==> src/rtl/inverted_word_index_builder_defines.svh <==
// Assertion macros shared by the inverted word index builder files.
`ifndef INVERTED_WORD_INDEX_BUILDER_DEFINES_SVH
`define INVERTED_WORD_INDEX_BUILDER_DEFINES_SVH

// Condition that must hold at every clock edge outside reset.
`define IWIB_ASSERT_ALWAYS(label, clk, rst, cond, msg) \
   label: assert property (@(posedge clk) disable iff (rst) (cond)) else $error(msg);

// Consequence that must hold in the same cycle as the trigger.
`define IWIB_ASSERT_IMPL(label, clk, rst, ante, cons, msg) \
   label: assert property (@(posedge clk) disable iff (rst) (ante) |-> (cons)) else $error(msg);

// Consequence that must hold in the cycle after the trigger.
`define IWIB_ASSERT_NEXT(label, clk, rst, ante, cons, msg) \
   label: assert property (@(posedge clk) disable iff (rst) (ante) |=> (cons)) else $error(msg);

`endif

==> src/rtl/iwib_ram.sv <==
// Generic single-port-write, single-port-read RAM with registered read data.
module iwib_ram #(
   parameter int WIDTH = 8,
   parameter int DEPTH = 16,
   localparam int ADDR_W = $clog2(DEPTH)
) (
   input  logic              clock,
   input  logic              wr_en,
   input  logic [ADDR_W-1:0] wr_addr,
   input  logic [WIDTH-1:0]  wr_data,
   input  logic [ADDR_W-1:0] rd_addr,
   output logic [WIDTH-1:0]  rd_data
);

   logic [WIDTH-1:0] mem_ff [DEPTH];
   logic [WIDTH-1:0] rd_data_ff;

   always_ff @(posedge clock) begin
      if (wr_en) begin
         mem_ff[wr_addr] <= wr_data;
      end
      rd_data_ff <= mem_ff[rd_addr];
   end

   assign rd_data = rd_data_ff;

endmodule

==> config.mk <==
export PLATFORM = sky130hd
export DESIGN_NAME = iwib_ram
export DESIGN_NICKNAME = d
export VERILOG_FILES = /design/src/rtl/inverted_word_index_builder_defines.svh /design/src/rtl/iwib_ram.sv
export SDC_FILE = /design/constraint.sdc
export NUM_CORES = 1
export LEC_CHECK = 0
export BUFFER_PORTS_ARGS = -buffer_cell sky130_fd_sc_hd__buf_2
export CAP_MARGIN = 30
export CORE_ASPECT_RATIO = 1.1
export CORE_MARGIN = 10
export CORE_UTILIZATION = 50
export CTS_BUF_LIST = sky130_fd_sc_hd__clkbuf_4 sky130_fd_sc_hd__clkbuf_8
export CTS_CLUSTER_DIAMETER = 50
export DETAILED_ROUTE_END_ITERATION = 6
export GPL_TIMING_DRIVEN = 0
export MAX_ROUTING_LAYER = met4
export PLACE_DENSITY = 0.67
export SLEW_MARGIN = 10
export SYNTH_ARGS = -nofsm -noshare
export SYNTH_HDL_FRONTEND = slang
export SYNTH_SLANG_ARGS = --single-unit
==> constraint.sdc <==
create_clock -name clock -period 2.9 [get_ports clock]
set_input_delay 0.58 -clock clock [delete_from_list [all_inputs] [get_ports clock]]
set_output_delay 0.58 -clock clock [all_outputs]
set_load 0.05 [all_outputs]
==> impl_results.md <==
- Status: complete, no violations
- DRC viols: 0
- Simple-gate area share of the yosys netlist: 3.18%
- Buf+Inv Stages, Crit Path: 1
- Max incr delay on CP: 0.65 ns
- Pin count of the biggest net entering global routing: 17
- Drt via density: 5.87
- Yosys top cell area share: 74.7%
- Layout Utilization: 58.5%
- Standard-cell row count: 38
- Detailed-route via count: 2401
- Max-Cap Viols: 0
- Pwr/cell area: 680 nW/um^2
- Fmax: 551 MHz
- Final period util: 62.6%
- Clk pwr share: 38.2%
- Detailed-route wire length per cell: 23.1 microns
- GRT Max-Usage Layer: met2
- TNS Setup: 0 ns
- WS Path Type: in2reg
- Final WS setup: 1.08 ns
- Synth Area in Adders: 0%
- CORE AREA: 9980 sq um
- Clk_skew: 0.00940 ns
- Gr ovfl total: 0
- Library cells used by synthesis: 19
- Initial drt markers: 182
- Sw Pwr: 836 uW
- Synth Register Bits: 136
- Synthesis Warnings: 0
- Tightest Pin Transition: 0.820 ns
- CTS Buf Count: 17
- Die W: 117 microns
- Leak: 1.98 nW
- Sequential element share of the synthesized area: 77.8%
- First-pass GRT wire length: 14100 microns
- CP Data Required Time: 2.96 ns
- Die ar.: 14800 sq um
- Relative slew slack: 45.1%
- Syn-to-layout area delta: 13.5%
- Post-synthesis cell count: 229
- Max VDD drop: 0.248 mV
- Mapped cell area: 5150 sq um
- Starting Density: 51.6%
- Clock-pin slew on the worst setup and hold paths: 0.07 ns
- Die height: 126 microns
- Port buffer count: 24
- Largest delay share family, worst path: simple AND/OR/NAND/NOR gates
- CTS root buf: clkbuf_8
- Initial antenna violation count: 0
- Slack of the worst reg-to-reg path: 1.49 ns
- Main combinational cell family by area after synthesis: multiplexers
- Pre-CTS setup slack: 0.622 ns
- Switching fraction of total power: 21.1%
- Post-synthesis compound-gate area fraction: 2.33%
- RSZ-0062 raised after global routing: false
- Mux cell area share after synthesis: 15.0%
- CTS tree: built
- Post-CTS sizing: 0
- DRT Pass-1 Iters: 5
- Post-cts hold buffer count: 0
- Vias in the first global route: 2320
- Seq pwr share: 55.5%
- # nets final: 294
- Syn_nets: 247
- Post-CTS Setup Bufs: 0
- DP Wirelength: 6170 microns
- Clock latency on the worst-skew pair: 0.43 ns
- Synth Area in XOR/XNOR: 0%
- Global-route usage over all layers: 13.9%
- Inserted Diodes: 0
- GR Layer Usage met1: 18.7%
- Final hold violation count: 0
- Met3 Use GR: 3.91%
- Max stage delay cell, worst path: nor2_1
- Arrival time worst endpoint: 1.87 ns
- Share of cells above drive strength 1: 31.1%
- Synth top area cells: edfxtp_1, mux4_2, mux4_1
- Post-synth top area cell: edfxtp_1
- Final Setup Violations: 0
- Pins over their slew limit: 0
- ANT nets after route: 0
- Comb pwr share: 6.3%
- GP Congestion: 0.745
- Setup crit end kind: flop
- Min Tclk post-route: 1.82 ns
- Crit start category: input port
- Met2 Usage GRT: 19.3%
- CTS Buffer Depth: 2
- Internal Power: 3.14 mW
- Ports: 26
- Hold Path Class: in2reg
- H-tree depth reported by CTS: 4
- Total clock sinks: 136
- DRT Wirelength: 9430 microns
- Crit Path Max Fanout: 8
- Layout fillers: 731
- CP Cell Sequence: buf_2, or3b_2, nor2_1
- Total power: 3.97 mW
- Average size of a mapped cell: 22.5 sq um
==> routing by layer <==
| layer | vias up | share of wire (%) |
|---|---|---|
| li1 | 1062 | - |
| met1 | 1230 | 43 |
| met2 | 92 | 48 |
| met3 | 17 | 7.1 |
| met4 | 0 | 1.8 |
| met5 | - | 0 |
==> through the flow <==
stage	hold WS, ns	cells	area [sq um]
detailed placement	0.664	377	5450
CTS	0.522	409	5840
global placement	0.658	373	5420
global route	0.522	409	5840
finish	0.535	409	5840
floorplan	0.629	229	5150
==> area by class of cell <==
| class | count | area (sq um) | area share, % |
|---|---|---|---|
| multi-input combinational | 83 | 1060 | 18.2 |
| sequential | 136 | 4000 | 68.5 |
| clock buffer | 22 | 297 | 5.08 |
| timing repair buffer | 28 | 143 | 2.44 |
| buffer | 10 | 86.3 | 1.48 |
| tap | 120 | 150 | 2.57 |
| clock inverter | 10 | 100 | 1.71 |
==> worst register-to-register path, stage by stage (launching register included) <==
cell and delay, ns:
edfxtp_1 0.36, mux4_2 0.51, a22oi_1 0.32, nand2_1 0.09
==> cell usage after synthesis <==
library cell / count
buf_6: 3
mux4_1: 14
nand3b_1: 2
buf_4: 1
nand2_1: 9
nor2b_1: 1
nor3_1: 4
nor2_1: 13
and2_1: 1
edfxtp_1: 128
dfxtp_1: 8
buf_2: 3
a22oi_1: 16
nand2b_1: 2
nand3_1: 1
clkdlybuf4s25_2: 3
mux4_2: 18
or3b_2: 1
and2b_1: 1
==> worst paths after layout <==
| path | cells past startpoint | start | to |
|---|---|---|---|
| hold reg to reg | 3 | mem_ff[8][2] | rd_data[2] |
| setup reg to reg | 3 | mem_ff[15][0] | rd_data[0] |
| setup / recovery | 3 | wr_addr[2] | mem_ff[3][1] |
| hold / removal | 1 | wr_data[6] | mem_ff[13][6] |
==> registers in the layout, summed over array words and instances (netlist names) <==
name,count
mem_ff,128
rd_data,8
==> kinds of logic (layout without fill, tap and decap cells) <==
| group | after synthesis | after routing |
|---|---|---|
| AO/OA/AOI/OAI | 16 | 16 |
| flip-flops | 136 | 136 |
| multiplexers | 32 | 32 |
| AND/OR/NAND/NOR | 35 | 35 |
| buffers and inverters | 10 | 70 |
==> layout by cell type, fill, tap and decap left out, drive strengths merged <==
cell / instances
nor2b: 1
nand2b: 2
clkinv: 8
mux4: 32
nor2: 13
and2: 1
buf: 35
nand3: 1
bufinv: 2
or3b: 1
nor3: 4
clkdlybuf4s25: 3
and2b: 1
nand2: 9
dfxtp: 8
clkbuf: 22
edfxtp: 128
a22oi: 16
nand3b: 2
==> power by group through the flow <==
| stage | Clock (mW) | Sequential [mW] | Combinational (mW) |
|---|---|---|---|
| CTS | 1.53 | 2.21 | 0.255 |
| finish | 1.52 | 2.21 | 0.252 |
| global placement | 0 | 2.25 | 0.249 |
| detailed placement | 0 | 2.25 | 0.255 |
| global route | 1.63 | 2.21 | 0.270 |
| floorplan | 0 | 2.29 | 0.112 |
Power figures use the tool's default switching activity.
